File: src/hw/rtl/mctt_pkg.sv
// Package for the multi-channel tick timer.
// Opcodes, field widths and the result beat type; no dependencies.
package mctt_pkg;

    localparam int DEF_CHANNELS = 16;
    localparam int MAX_RESULTS  = 16;
    localparam int TICK_W       = 32;
    localparam int OPC_W        = 2;
    localparam int CHAN_W       = 4;

    localparam logic [OPC_W-1:0] OP_TICK  = 2'd0;
    localparam logic [OPC_W-1:0] OP_START = 2'd1;
    localparam logic [OPC_W-1:0] OP_STOP  = 2'd2;

    typedef struct packed {
        logic              fired;
        logic [CHAN_W-1:0] fired_channel;
        logic [TICK_W-1:0] tick_now;
        logic              any_running;
        logic              last;
    } result_t;

endpackage

File: src/hw/rtl/mctt_chan_mem.sv
// Channel store of the tick timer: stamp and period per channel.
// Simple dual-port RAM, registered read; uses mctt_pkg.
module mctt_chan_mem
    import mctt_pkg::*;
#(
    parameter int DEPTH = DEF_CHANNELS,
    parameter int AW    = 4
) (
    input  logic                  aclk,
    input  logic                  we,
    input  logic [AW-1:0]         waddr,
    input  logic [2*TICK_W-1:0]   wdata,
    input  logic                  re,
    input  logic [AW-1:0]         raddr,
    output logic [2*TICK_W-1:0]   rdata
);

    logic [2*TICK_W-1:0] mem [DEPTH];
    logic [2*TICK_W-1:0] rdata_reg;

    always_ff @(posedge aclk) begin
        if (we) begin
            mem[waddr] <= wdata;
        end
        if (re) begin
            rdata_reg <= mem[raddr];
        end
    end

    assign rdata = rdata_reg;

endmodule

File: src/hw/rtl/mctt_out_stage.sv
// Result output register of the tick timer: holds one beat until taken.
// Uses mctt_pkg for the result type.
module mctt_out_stage
    import mctt_pkg::*;
(
    input  logic    aclk,
    input  logic    aresetn,
    input  logic    push,
    input  result_t push_data,
    output logic    free,
    output logic    m_valid,
    input  logic    m_ready,
    output result_t m_data
);

    logic    valid_reg, valid_next;
    result_t data_reg;

    assign free = !valid_reg || m_ready;

    always_comb begin
        valid_next = valid_reg;
        if (push) begin
            valid_next = 1'b1;
        end else if (m_ready) begin
            valid_next = 1'b0;
        end
    end

    always_ff @(posedge aclk) begin
        if (!aresetn) begin
            valid_reg <= 1'b0;
        end else begin
            valid_reg <= valid_next;
        end
        if (push) begin
            data_reg <= push_data;
        end
    end

    assign m_valid = valid_reg;
    assign m_data  = data_reg;

endmodule

File: src/hw/rtl/multi_channel_tick_timer.sv
// Multi-channel tick timer: a bank of CHANNELS one-shot or periodic timers
// sharing one 32-bit tick counter. Each input beat is a tick, a start or a
// stop; afterwards every channel is scanned in index order and each channel
// that has expired gives one result beat (at most 16 per item), otherwise a
// single idle beat is sent. The final beat of an item carries last. Steps:
// capture, apply, first read, then one channel per cycle through the
// stamp/period RAM while a stalled result channel does not hold the scan,
// then the closing beat; the result limit can end the scan early. The next
// input beat is taken once the item's last result has been loaded into the
// output register.
// Stamps and periods live in RAM with no reset; running and mode bits are flops.
module multi_channel_tick_timer
    import mctt_pkg::*;
#(
    parameter int CHANNELS = DEF_CHANNELS
) (
    input  logic              aclk,
    input  logic              aresetn,
    // input beats
    input  logic              s_valid,
    output logic              s_ready,
    input  logic [OPC_W-1:0]  s_opcode,
    input  logic [CHAN_W-1:0] s_channel,
    input  logic [TICK_W-1:0] s_period,
    input  logic              s_periodic,
    input  logic              s_only_if_idle,
    // result beats
    output logic              m_valid,
    input  logic              m_ready,
    output logic              m_fired,
    output logic [CHAN_W-1:0] m_fired_channel,
    output logic [TICK_W-1:0] m_tick_now,
    output logic              m_any_running,
    output logic              m_last
);

    localparam int IDX_W = (CHANNELS > 1) ? $clog2(CHANNELS) : 1;
    localparam int CNT_W = $clog2(MAX_RESULTS + 1);

    typedef enum logic [2:0] {
        ST_IDLE,
        ST_APPLY,
        ST_LOAD,
        ST_SCAN,
        ST_FINISH
    } state_t;

    state_t state_reg, state_next;

    // captured command
    logic [OPC_W-1:0]    op_reg, op_next;
    logic [CHAN_W-1:0]   ch_reg, ch_next;
    logic [TICK_W-1:0]   per_reg, per_next;
    logic                loop_reg, loop_next;
    logic                idle_only_reg, idle_only_next;

    // timer state held in flops
    logic [TICK_W-1:0]   tick_reg, tick_next;
    logic [CHANNELS-1:0] running_reg, running_next;
    logic [CHANNELS-1:0] periodic_reg, periodic_next;

    // scan control
    logic [IDX_W-1:0]    idx_reg, idx_next;
    logic [CNT_W-1:0]    fire_cnt_reg, fire_cnt_next;

    // most recent fire, held back until we know whether it is the last beat
    logic                pend_valid_reg, pend_valid_next;
    logic [CHAN_W-1:0]   pend_ch_reg, pend_ch_next;
    logic                pend_any_reg, pend_any_next;

    // RAM ports
    logic                mem_we, mem_re;
    logic [IDX_W-1:0]    mem_waddr, mem_raddr;
    logic [2*TICK_W-1:0] mem_wdata, mem_rdata;
    logic [TICK_W-1:0]   rd_stamp, rd_period;

    // output stage
    logic                out_push, out_free;
    result_t             out_data, m_data;

    // derived
    logic [IDX_W+3:0]    ch_ext, idx_ext;
    logic [IDX_W-1:0]    ch_idx;
    logic                ch_ok;
    logic [TICK_W-1:0]   elapsed;
    logic                fire, stall, done;
    logic [CHANNELS-1:0] run_after;

    assign ch_ext  = {{IDX_W{1'b0}}, ch_reg};
    assign ch_idx  = ch_ext[IDX_W-1:0];
    assign ch_ok   = ({28'd0, ch_reg} < 32'(CHANNELS));
    assign idx_ext = {4'd0, idx_reg};

    assign rd_stamp  = mem_rdata[2*TICK_W-1:TICK_W];
    assign rd_period = mem_rdata[TICK_W-1:0];
    assign elapsed   = tick_reg - rd_stamp;
    assign fire      = running_reg[idx_reg] && (elapsed >= rd_period);
    // a fire needs the output register only if an earlier fire is waiting
    assign stall     = fire && pend_valid_reg && !out_free;

    always_comb begin
        run_after = running_reg;
        if (!periodic_reg[idx_reg]) begin
            run_after[idx_reg] = 1'b0;
        end
    end

    assign done = (idx_reg == IDX_W'(CHANNELS - 1)) ||
                  (fire && ((fire_cnt_reg + 1'b1) == CNT_W'(MAX_RESULTS)));

    always_comb begin
        state_next      = state_reg;
        op_next         = op_reg;
        ch_next         = ch_reg;
        per_next        = per_reg;
        loop_next       = loop_reg;
        idle_only_next  = idle_only_reg;
        tick_next       = tick_reg;
        running_next    = running_reg;
        periodic_next   = periodic_reg;
        idx_next        = idx_reg;
        fire_cnt_next   = fire_cnt_reg;
        pend_valid_next = pend_valid_reg;
        pend_ch_next    = pend_ch_reg;
        pend_any_next   = pend_any_reg;
        mem_we          = 1'b0;
        mem_waddr       = idx_reg;
        mem_wdata       = {tick_reg, rd_period};
        mem_re          = 1'b0;
        mem_raddr       = idx_reg + 1'b1;
        out_push        = 1'b0;
        out_data        = '0;

        case (state_reg)
            ST_IDLE: begin
                if (s_valid) begin
                    op_next        = s_opcode;
                    ch_next        = s_channel;
                    per_next       = s_period;
                    loop_next      = s_periodic;
                    idle_only_next = s_only_if_idle;
                    state_next     = ST_APPLY;
                end
            end
            ST_APPLY: begin
                case (op_reg)
                    OP_TICK: begin
                        tick_next = tick_reg + 1'b1;
                    end
                    OP_START: begin
                        if (ch_ok && !(idle_only_reg && running_reg[ch_idx])) begin
                            mem_we                = 1'b1;
                            mem_waddr             = ch_idx;
                            mem_wdata             = {tick_reg, per_reg};
                            running_next[ch_idx]  = 1'b1;
                            periodic_next[ch_idx] = loop_reg;
                        end
                    end
                    OP_STOP: begin
                        if (ch_ok) begin
                            running_next[ch_idx] = 1'b0;
                        end
                    end
                    default: begin
                    end
                endcase
                fire_cnt_next   = '0;
                pend_valid_next = 1'b0;
                pend_ch_next    = '0;
                pend_any_next   = 1'b0;
                state_next      = ST_LOAD;
            end
            ST_LOAD: begin
                // read in the cycle after any start write, so channel 0 sees it
                mem_re     = 1'b1;
                mem_raddr  = '0;
                idx_next   = '0;
                state_next = ST_SCAN;
            end
            ST_SCAN: begin
                if (!stall) begin
                    if (fire) begin
                        mem_we       = 1'b1;
                        running_next = run_after;
                        if (pend_valid_reg) begin
                            out_push               = 1'b1;
                            out_data.fired         = 1'b1;
                            out_data.fired_channel = pend_ch_reg;
                            out_data.tick_now      = tick_reg;
                            out_data.any_running   = pend_any_reg;
                            out_data.last          = 1'b0;
                        end
                        pend_valid_next = 1'b1;
                        pend_ch_next    = idx_ext[3:0];
                        pend_any_next   = |run_after;
                        fire_cnt_next   = fire_cnt_reg + 1'b1;
                    end
                    if (done) begin
                        state_next = ST_FINISH;
                    end else begin
                        mem_re   = 1'b1;
                        idx_next = idx_reg + 1'b1;
                    end
                end
            end
            ST_FINISH: begin
                if (out_free) begin
                    out_push               = 1'b1;
                    out_data.fired         = pend_valid_reg;
                    out_data.fired_channel = pend_valid_reg ? pend_ch_reg : '0;
                    out_data.tick_now      = tick_reg;
                    out_data.any_running   = pend_valid_reg ? pend_any_reg : |running_reg;
                    out_data.last          = 1'b1;
                    pend_valid_next        = 1'b0;
                    state_next             = ST_IDLE;
                end
            end
            default: begin
                state_next = ST_IDLE;
            end
        endcase
    end

    always_ff @(posedge aclk) begin
        if (!aresetn) begin
            state_reg      <= ST_IDLE;
            tick_reg       <= '0;
            running_reg    <= '0;
            periodic_reg   <= '0;
            idx_reg        <= '0;
            fire_cnt_reg   <= '0;
            pend_valid_reg <= 1'b0;
        end else begin
            state_reg      <= state_next;
            tick_reg       <= tick_next;
            running_reg    <= running_next;
            periodic_reg   <= periodic_next;
            idx_reg        <= idx_next;
            fire_cnt_reg   <= fire_cnt_next;
            pend_valid_reg <= pend_valid_next;
        end
        op_reg        <= op_next;
        ch_reg        <= ch_next;
        per_reg       <= per_next;
        loop_reg      <= loop_next;
        idle_only_reg <= idle_only_next;
        pend_ch_reg   <= pend_ch_next;
        pend_any_reg  <= pend_any_next;
    end

    assign s_ready = (state_reg == ST_IDLE);

    mctt_chan_mem #(
        .DEPTH (CHANNELS),
        .AW    (IDX_W)
    ) u_mem (
        .aclk  (aclk),
        .we    (mem_we),
        .waddr (mem_waddr),
        .wdata (mem_wdata),
        .re    (mem_re),
        .raddr (mem_raddr),
        .rdata (mem_rdata)
    );

    mctt_out_stage u_out (
        .aclk      (aclk),
        .aresetn   (aresetn),
        .push      (out_push),
        .push_data (out_data),
        .free      (out_free),
        .m_valid   (m_valid),
        .m_ready   (m_ready),
        .m_data    (m_data)
    );

    assign m_fired         = m_data.fired;
    assign m_fired_channel = m_data.fired_channel;
    assign m_tick_now      = m_data.tick_now;
    assign m_any_running   = m_data.any_running;
    assign m_last          = m_data.last;

    // no fire held back once an item is complete
    a_idle_no_pend: assert property (@(posedge aclk) disable iff (!aresetn)
        (state_reg == ST_IDLE) |-> !pend_valid_reg)
        else $error("pending fire left over in idle");

    // fire limit per item respected
    a_fire_limit: assert property (@(posedge aclk) disable iff (!aresetn)
        fire_cnt_reg <= CNT_W'(MAX_RESULTS))
        else $error("too many fires in one item");

    // an idle beat always closes its item
    a_idle_beat_last: assert property (@(posedge aclk) disable iff (!aresetn)
        (m_valid && !m_fired) |-> m_last)
        else $error("idle beat without last");

    // one item at a time
    a_one_item: assert property (@(posedge aclk) disable iff (!aresetn)
        (s_valid && s_ready) |=> !s_ready)
        else $error("second beat taken during an item");

endmodule

File: config.mk
export PLATFORM = sky130hd
export DESIGN_NAME = multi_channel_tick_timer
export DESIGN_NICKNAME = d
export VERILOG_FILES = /design/src/hw/rtl/mctt_pkg.sv /design/src/hw/rtl/mctt_chan_mem.sv /design/src/hw/rtl/mctt_out_stage.sv /design/src/hw/rtl/multi_channel_tick_timer.sv
export SDC_FILE = /design/constraint.sdc
export NUM_CORES = 2
export LEC_CHECK = 0
export BUFFER_PORTS_ARGS = -buffer_cell sky130_fd_sc_hd__clkbuf_2
export CAP_MARGIN = 10
export CORE_ASPECT_RATIO = 1.5
export CORE_MARGIN = 5
export CORE_UTILIZATION = 55
export DETAILED_ROUTE_END_ITERATION = 7
export PLACE_DENSITY_LB_ADDON = 0.2
export SKIP_LAST_GASP = 1
export SLEW_MARGIN = 5
export SYNTH_ARGS = -nofsm -noshare
export SYNTH_HDL_FRONTEND = slang
export SYNTH_SLANG_ARGS = --single-unit
File: constraint.sdc
create_clock -name aclk -period 9.6 [get_ports aclk]
set_input_delay 0.48 -clock aclk [delete_from_list [all_inputs] [get_ports aclk]]
set_output_delay 0.48 -clock aclk [all_outputs]
set_load 0.01 [all_outputs]
Word level (Yosys, flattened, before mapping)
Memory sizes are Yosys's and may differ from the RTL's. A register that Yosys moved wholly into a read port is not among the register bits.
Cells that the tools add are included.
- add/subtract/negate cells: 4
- multipliers: 0
- divide/modulo/power cells: 0
- order comparisons: 5
- eq/ne operators: 16
- shift-type cells: 0
- muxes and demuxes: 69
- bitwise logic cells: 6
- reduce and logical (&&, ||, !) cells: 27
- operator list (kind ; number):
    $mux 39 ; 4
    $mux 32 ; 3
    $pmux 39 s2 ; 1
    $mux 16 ; 4
    $pmux 16 s2 ; 2
    $mux 4 ; 9
    $add 32x1->32 const B ; 1
    $and 16x16->16 ; 2
    $ge 32x32->1 ; 1
    $not 16->16 ; 2
    $reduce_or 16->1 ; 2
    $sub 32x32->32 ; 1
    $mux 1 ; 25
    $bwmux 16 ; 1
    $or 16x16->16 ; 1
    $pmux 4 s2 ; 2
    $pmux 3 s5 ; 1
    $bmux 1 s4 ; 3
    $mux 3 ; 4
    $ne 2x2->1 const B ; 6
    $lt 4x5->1 const B ; 2
    $mux 5 ; 2
    $pmux 5 s2 ; 1
    $reduce_and 3->1 ; 3
    26 further kinds ; 44
- flip-flop bits (word level): 162
- latch bits: 0
- RAM bits: 1024
- memory bits (read-only): 0
- bits of input ports: 44
- memories: 1
- memories (memory ; depth ; bits a word ; rd ports ; clocked after Yosys merged registers in ; write ports ; line ; text):
    u_mem.mem ; 16 ; 64 ; 1 ; 1 ; 1 ; mctt_chan_mem.sv:18 ; logic [2*TICK_W-1:0] mem [DEPTH];

Longest topological paths before layout
- word-level depth: 11
- mapped depth: 22

Modules after synthesis
Synthesis repeated with hierarchy kept, for this count alone.
- cell total of the unflattened synthesis: 2769
- area total of the unflattened synthesis: 50408.3 um^2
- modules (own cells, without submodules) (module ; instances ; cells each ; area each (um^2)):
    mctt_chan_mem ; 1 ; 1647 ; 40222.3
    multi_channel_tick_timer ; 1 ; 1079 ; 8966.1
    mctt_out_stage ; 1 ; 43 ; 1219.9

Worst setup path before layout
No wires, ideal clock.
- path kind: reg-to-reg
- from: register tick_reg[6]
- to: memory u_mem.mem[1][0] (netlist name) (enable)
- library setup time: 0.486 ns
- arrival: 6.921 ns
- setup slack: 2.193 ns
- stages on the path, launching flop included: 18
- period minus slack after synthesis: 7.407 ns
- path through: dfxtp_1 > ha_1 > a211o_1 > a2111oi_0 > or4_1 > o31ai_1 > a2111o_1 > a21oi_1 > a21oi_1 > xnor2_1 > ha_1 > nand4_1 > nor4_1 > nand3_1 > a21oi_1 > buf_2 > a41oi_2 > nor2_1
- word-level cells in the longest chain between the ends: 9
- elaborated cells on any way between the ends: 10
- ends and longest elaborated chain (element ; line ; text):
    start: declaration ; multi_channel_tick_timer.sv:58 ; logic [TICK_W-1:0] tick_reg, tick_next;
    start signal: assignment ; multi_channel_tick_timer.sv:235 ; tick_reg <= tick_next;
    $sub 32x32->32 (*) ; multi_channel_tick_timer.sv:96 ; assign elapsed = tick_reg - rd_stamp;
    $ge 32x32->1 (*) ; multi_channel_tick_timer.sv:97 ; assign fire = running_reg[idx_reg] && (elapsed >= rd_period);
    $logic_and 1x1->1 (*) ; multi_channel_tick_timer.sv:97 ;
    $logic_and 1x1->1 (2 in series) ; multi_channel_tick_timer.sv:99 ; assign stall = fire && pend_valid_reg && !out_free;
    $mux 1 (*) ; multi_channel_tick_timer.sv:181 ; if (!stall) begin
    $pmux 1 s2 (*) ; multi_channel_tick_timer.sv:134 ; case (state_reg)
    $mux 1 (*) ; mctt_chan_mem.sv:22 ; if (we) begin
    $mux 1 (not written as such) (*) ; mctt_chan_mem.sv:23 ; mem[waddr] <= wdata;
    end: declaration ; mctt_chan_mem.sv:18 ;
Mark *: on every way between the ends. The rest lies on a longest branch, timed or not.

Final worst setup path
- from: register tick_reg[1]
- to: memory u_mem.mem[12][62] (netlist name) (enable)
The elaborated chain is that of the path after synthesis.

==> impl_metrics.csv <==
group,metric,value,unit
clock_network,cts_setup_buffers,0,
worst_setup_path,arrival,7.40,ns
power,p_seq_share,47.7,%
placed_design,hpwl,87200,um
synthesis,ys_warn_count,0,
synthesis,syn_area,52200,um2
global_route,grt_antenna_before_repair,4,
timing,fmax,0.141,GHz
timing,drv_slew,0,
clock_network,cts_tree,"built",
routing,drt-total-wl,143000,um
synthesis,synth_async_sr_flop_share,0,%
routing,num_vias,31500,
power,pwr_density_cell,235,nW/um2
timing,hold_violations,0,
cells_and_area,nets,3745,
synthesis,synth-xor-area-share,0.973,%
floorplan,start_util,55.4,%
routing,drt_iter0_drc,3256,
synthesis,avgSynthCellArea,14.9,um2
timing,min_period_over_period,73.7,%
floorplan,die_y,387,um
timing,slew_headroom,13.4,%
timing,period_needed,7.08,ns
clock_network,clock_latency,0.71,ns
floorplan,io_pins,85,
synthesis,yosys.cell_types.count,69,
placed_design,place_inst,4733,
floorplan,design.core.area,94300,um2
timing,final.setup.tns,0,ns
routing,vias_per_cell,6.31,
worst_setup_path,crit_slowest_cell,"dfxtp_1",
synthesis,synth_fp_nets,3621,
worst_setup_path,critical-path-max-stage-delay,0.79,ns
placed_design,gp_congestion,0.942,
worst_setup_path,required,9.92,ns
worst_setup_path,critPathLaunchType,"register",
clock_network,cts.clk_slew.worst_paths,0.06,ns
timing,tightest_slew,1.30,ns
cells_and_area,fin_cells,4987,
power,swShare,28.2,%
clock_network,cts_buffers,112,
worst_setup_path,worstPathCellList,"ha_1 -> nor2b_1 -> o31a_1 -> o31ai_1 -> o31ai_1 -> a2111o_1 -> a21oi_1 -> a21oi_1 -> xnor2_1 -> ha_1 -> nand4_1 -> nor4_1 -> nand3_1 -> a21oi_2 -> buf_4 -> a41oi_1 -> nor2_4 -> buf_4",
synthesis,netlist_instances,3503,
cells_and_area,fin_util,62.1,%
worst_setup_path,critPathBufInv,2,
global_route,grt_util_all_layers,27.9,%
synthesis,synth-compound-area-share,8.80,%
clock_network,clockBufferDepth,3,
synthesis,seq_area_frac_synth,70.4,%
power,p_int,9890,uW
clock_network,cts_sinks,1250,
worst_setup_path,path_delay_family,"compound AO/OA/AOI/OAI gates",
clock_network,cts_repair_resize_count,0,
synthesis,yosys.area_share.adder,1.79,%
floorplan,die_w,262,um
cells_and_area,drive_gt1_share,12.7,%
floorplan,die_area,101000,um2
power,ir_drop,0.000176,V
global_route,grt_max_degree,157,
routing,drcViolationCount,0,
synthesis,synth-main-ff-cell,"edfxtp_1",
power,netSwitchingPower,3890,uW
synthesis,synthSimpleGateAreaFrac,7.28,%
power,clock_power_share,33.2,%
floorplan,rows,138,
worst_setup_path,cp_max_fo,32,
synthesis,ys_seq_elements,1250,
global_route,grt_pass1_wl,208000,um
global_route,grt.overflow.total,0,
routing,wl_per_cell,28.7,um
timing,setup_viol,0,
job,drv_cap,0,
cells_and_area,area_growth,12.1,%
timing,fin_worst_skew,0.0314,ns
placed_design,io_buffers,84,
synthesis,synth_edf_count,1172,
power,p_leak,0.0193,uW
power,combPwrFrac,19.0,%
worst_setup_path,crit_path_end_kind,"register",
clock_network,cts_root_buffer,"clkbuf_16",
synthesis,synthMuxAreaShare,8.43,%
run_status,outcome,"completed",
timing,rsz0062_at_grt,"false",
clock_network,htreeDepth,3,
routing,ant_nets,0,
worst_setup_path,path_class,"register to register",
synthesis,synth_top_family_by_area,"compound AO/OA/AOI/OAI gates",
cells_and_area,largest_register_ffs,1024,
min_path,hold_path.class,"primary input to register",
routing,drtPass1Iterations,6,
global_route,first_global_vias,31500,
## Yosys cell counts, types with 53 or more instances
| cell type | count | area [um2] |
|---|---|---|
| edfxtp_1 | 1172 | 35200 |
| nor2b_1 | 143 | 895 |
| mux2i_1 | 262 | 2620 |
| a311oi_1 | 65 | 569 |
| clkbuf_1 | 164 | 616 |
| a211oi_1 | 202 | 1520 |
| o21ai_0 | 78 | 390 |
| ha_1 | 73 | 913 |
| mux4_2 | 76 | 1710 |
| a21oi_1 | 161 | 806 |
| inv_1 | 95 | 357 |
| and2_1 | 53 | 332 |
| a31oi_1 | 69 | 432 |
| nand2_1 | 367 | 1380 |
| dfxtp_1 | 78 | 1560 |
| nor2_1 | 94 | 353 |
## layout make-up
| cell class | instances | area [um2] |
|---|---|---|
| Sequential cell | 1250 | 36800 |
| Fill cell | 6934 | 35700 |
| Multi-Input combinational cell | 1948 | 14400 |
| Clock buffer | 143 | 3020 |
| Timing Repair Buffer | 220 | 1640 |
| Tap cell | 1260 | 1580 |
| Clock inverter | 67 | 749 |
| Inverter | 95 | 358 |
| Antenna cell | 4 | 10.0 |
## stage by stage
| stage | setup WS, ns | total power (uW) | area, um2 | hold slack, ns |
|---|---|---|---|---|
| CTS | 2.72 | 13800 | 58500 | 0.00432 |
| global placement | 2.90 | 9210 | 54300 | 0.434 |
| floorplan | 2.19 | 8240 | 52200 | 0.422 |
| finish | 2.52 | 13800 | 58500 | 0.0514 |
| detailed placement | 2.79 | 9260 | 54300 | 0.445 |
| global route | 2.27 | 14200 | 58500 | 0.0158 |
## logic make-up (layout without fill, tap and decap cells)
logic type,count (synthesis),count (layout)
mux,341,341
compound gates,680,680
buf+inv,305,525
simple gates,795,795
xor+xnor,58,58
other cells,0,4
flops,1250,1250
fa+ha+maj,74,74
## power by group through the flow
stage               clock network, uW  logic, uW  registers [uW]
CTS                              4640       2600            6580
finish                           4580       2620            6580
detailed placement                  0       2570            6690
global route                     4850       2790            6590
floorplan                           0       1580            6650
global placement                    0       2520            6690
## metal layers
layer  wire length [um]  share of wire (%)  track usage [%]  up-vias
li1                   -                  -                -    13800
met1              53500                 37             35.5    15900
met2              70500                 49             46.3     1450
met3              10000                7.0             4.06      308
met4               9390                6.6             15.5        0
met5                  0                  0                0        -
## final timing paths
check | startpoint | slack (ns) | depth (start not counted) | end
max | tick_reg[1] | 2.52 | 18 | u_mem.mem[12][62]
min | s_opcode[0] | 0.05 | 1 | op_reg[0]
max reg2reg | tick_reg[1] | 2.52 | 18 | u_mem.mem[12][62]
min reg2reg | periodic_reg[11] | 0.45 | 2 | periodic_reg[11]
## layout by cell type (no fill, tap or decap), types with 19 or more instances in the layout
cell / count
xor2_1: 27
clkbuf_1: 24
buf_4: 90
a31oi_1: 69
xnor2_1: 31
clkinv_2: 23
a21oi_1: 159
a311oi_1: 65
edfxtp_1: 1172
nor2b_1: 143
clkinv_1: 19
nand2_1: 364
dfxtp_1: 75
mux4_2: 76
dlygate4sd3_1: 37
clkbuf_2: 84
ha_1: 73
nor2_1: 76
and2_1: 52
a211oi_1: 202
mux2i_1: 262
nand3_1: 44
inv_1: 93
o21ai_0: 68
clkbuf_16: 115
## worst reg2reg max path, cell delays in order, from the launching register on
cell and delay, ns:
dfxtp_1 0.79, ha_1 0.35, nor2b_1 0.14, o31a_1 0.29, o31ai_1 0.42, o31ai_1 0.26
a2111o_1 0.44, a21oi_1 0.21, a21oi_1 0.12, xnor2_1 0.14, ha_1 0.33, nand4_1 0.17
nor4_1 0.49, nand3_1 0.28, a21oi_2 0.19, buf_4 0.30, a41oi_1 0.53, nor2_4 0.66
buf_4 0.57
## timing repair
| action | CTS | global route |
|---|---|---|
| hold endpoints to repair | 37 | 0 |
| hold buffers | 37 | 0 |
| setup endpoints to repair | 0 | 0 |
(Power assumes the default switching activity.)
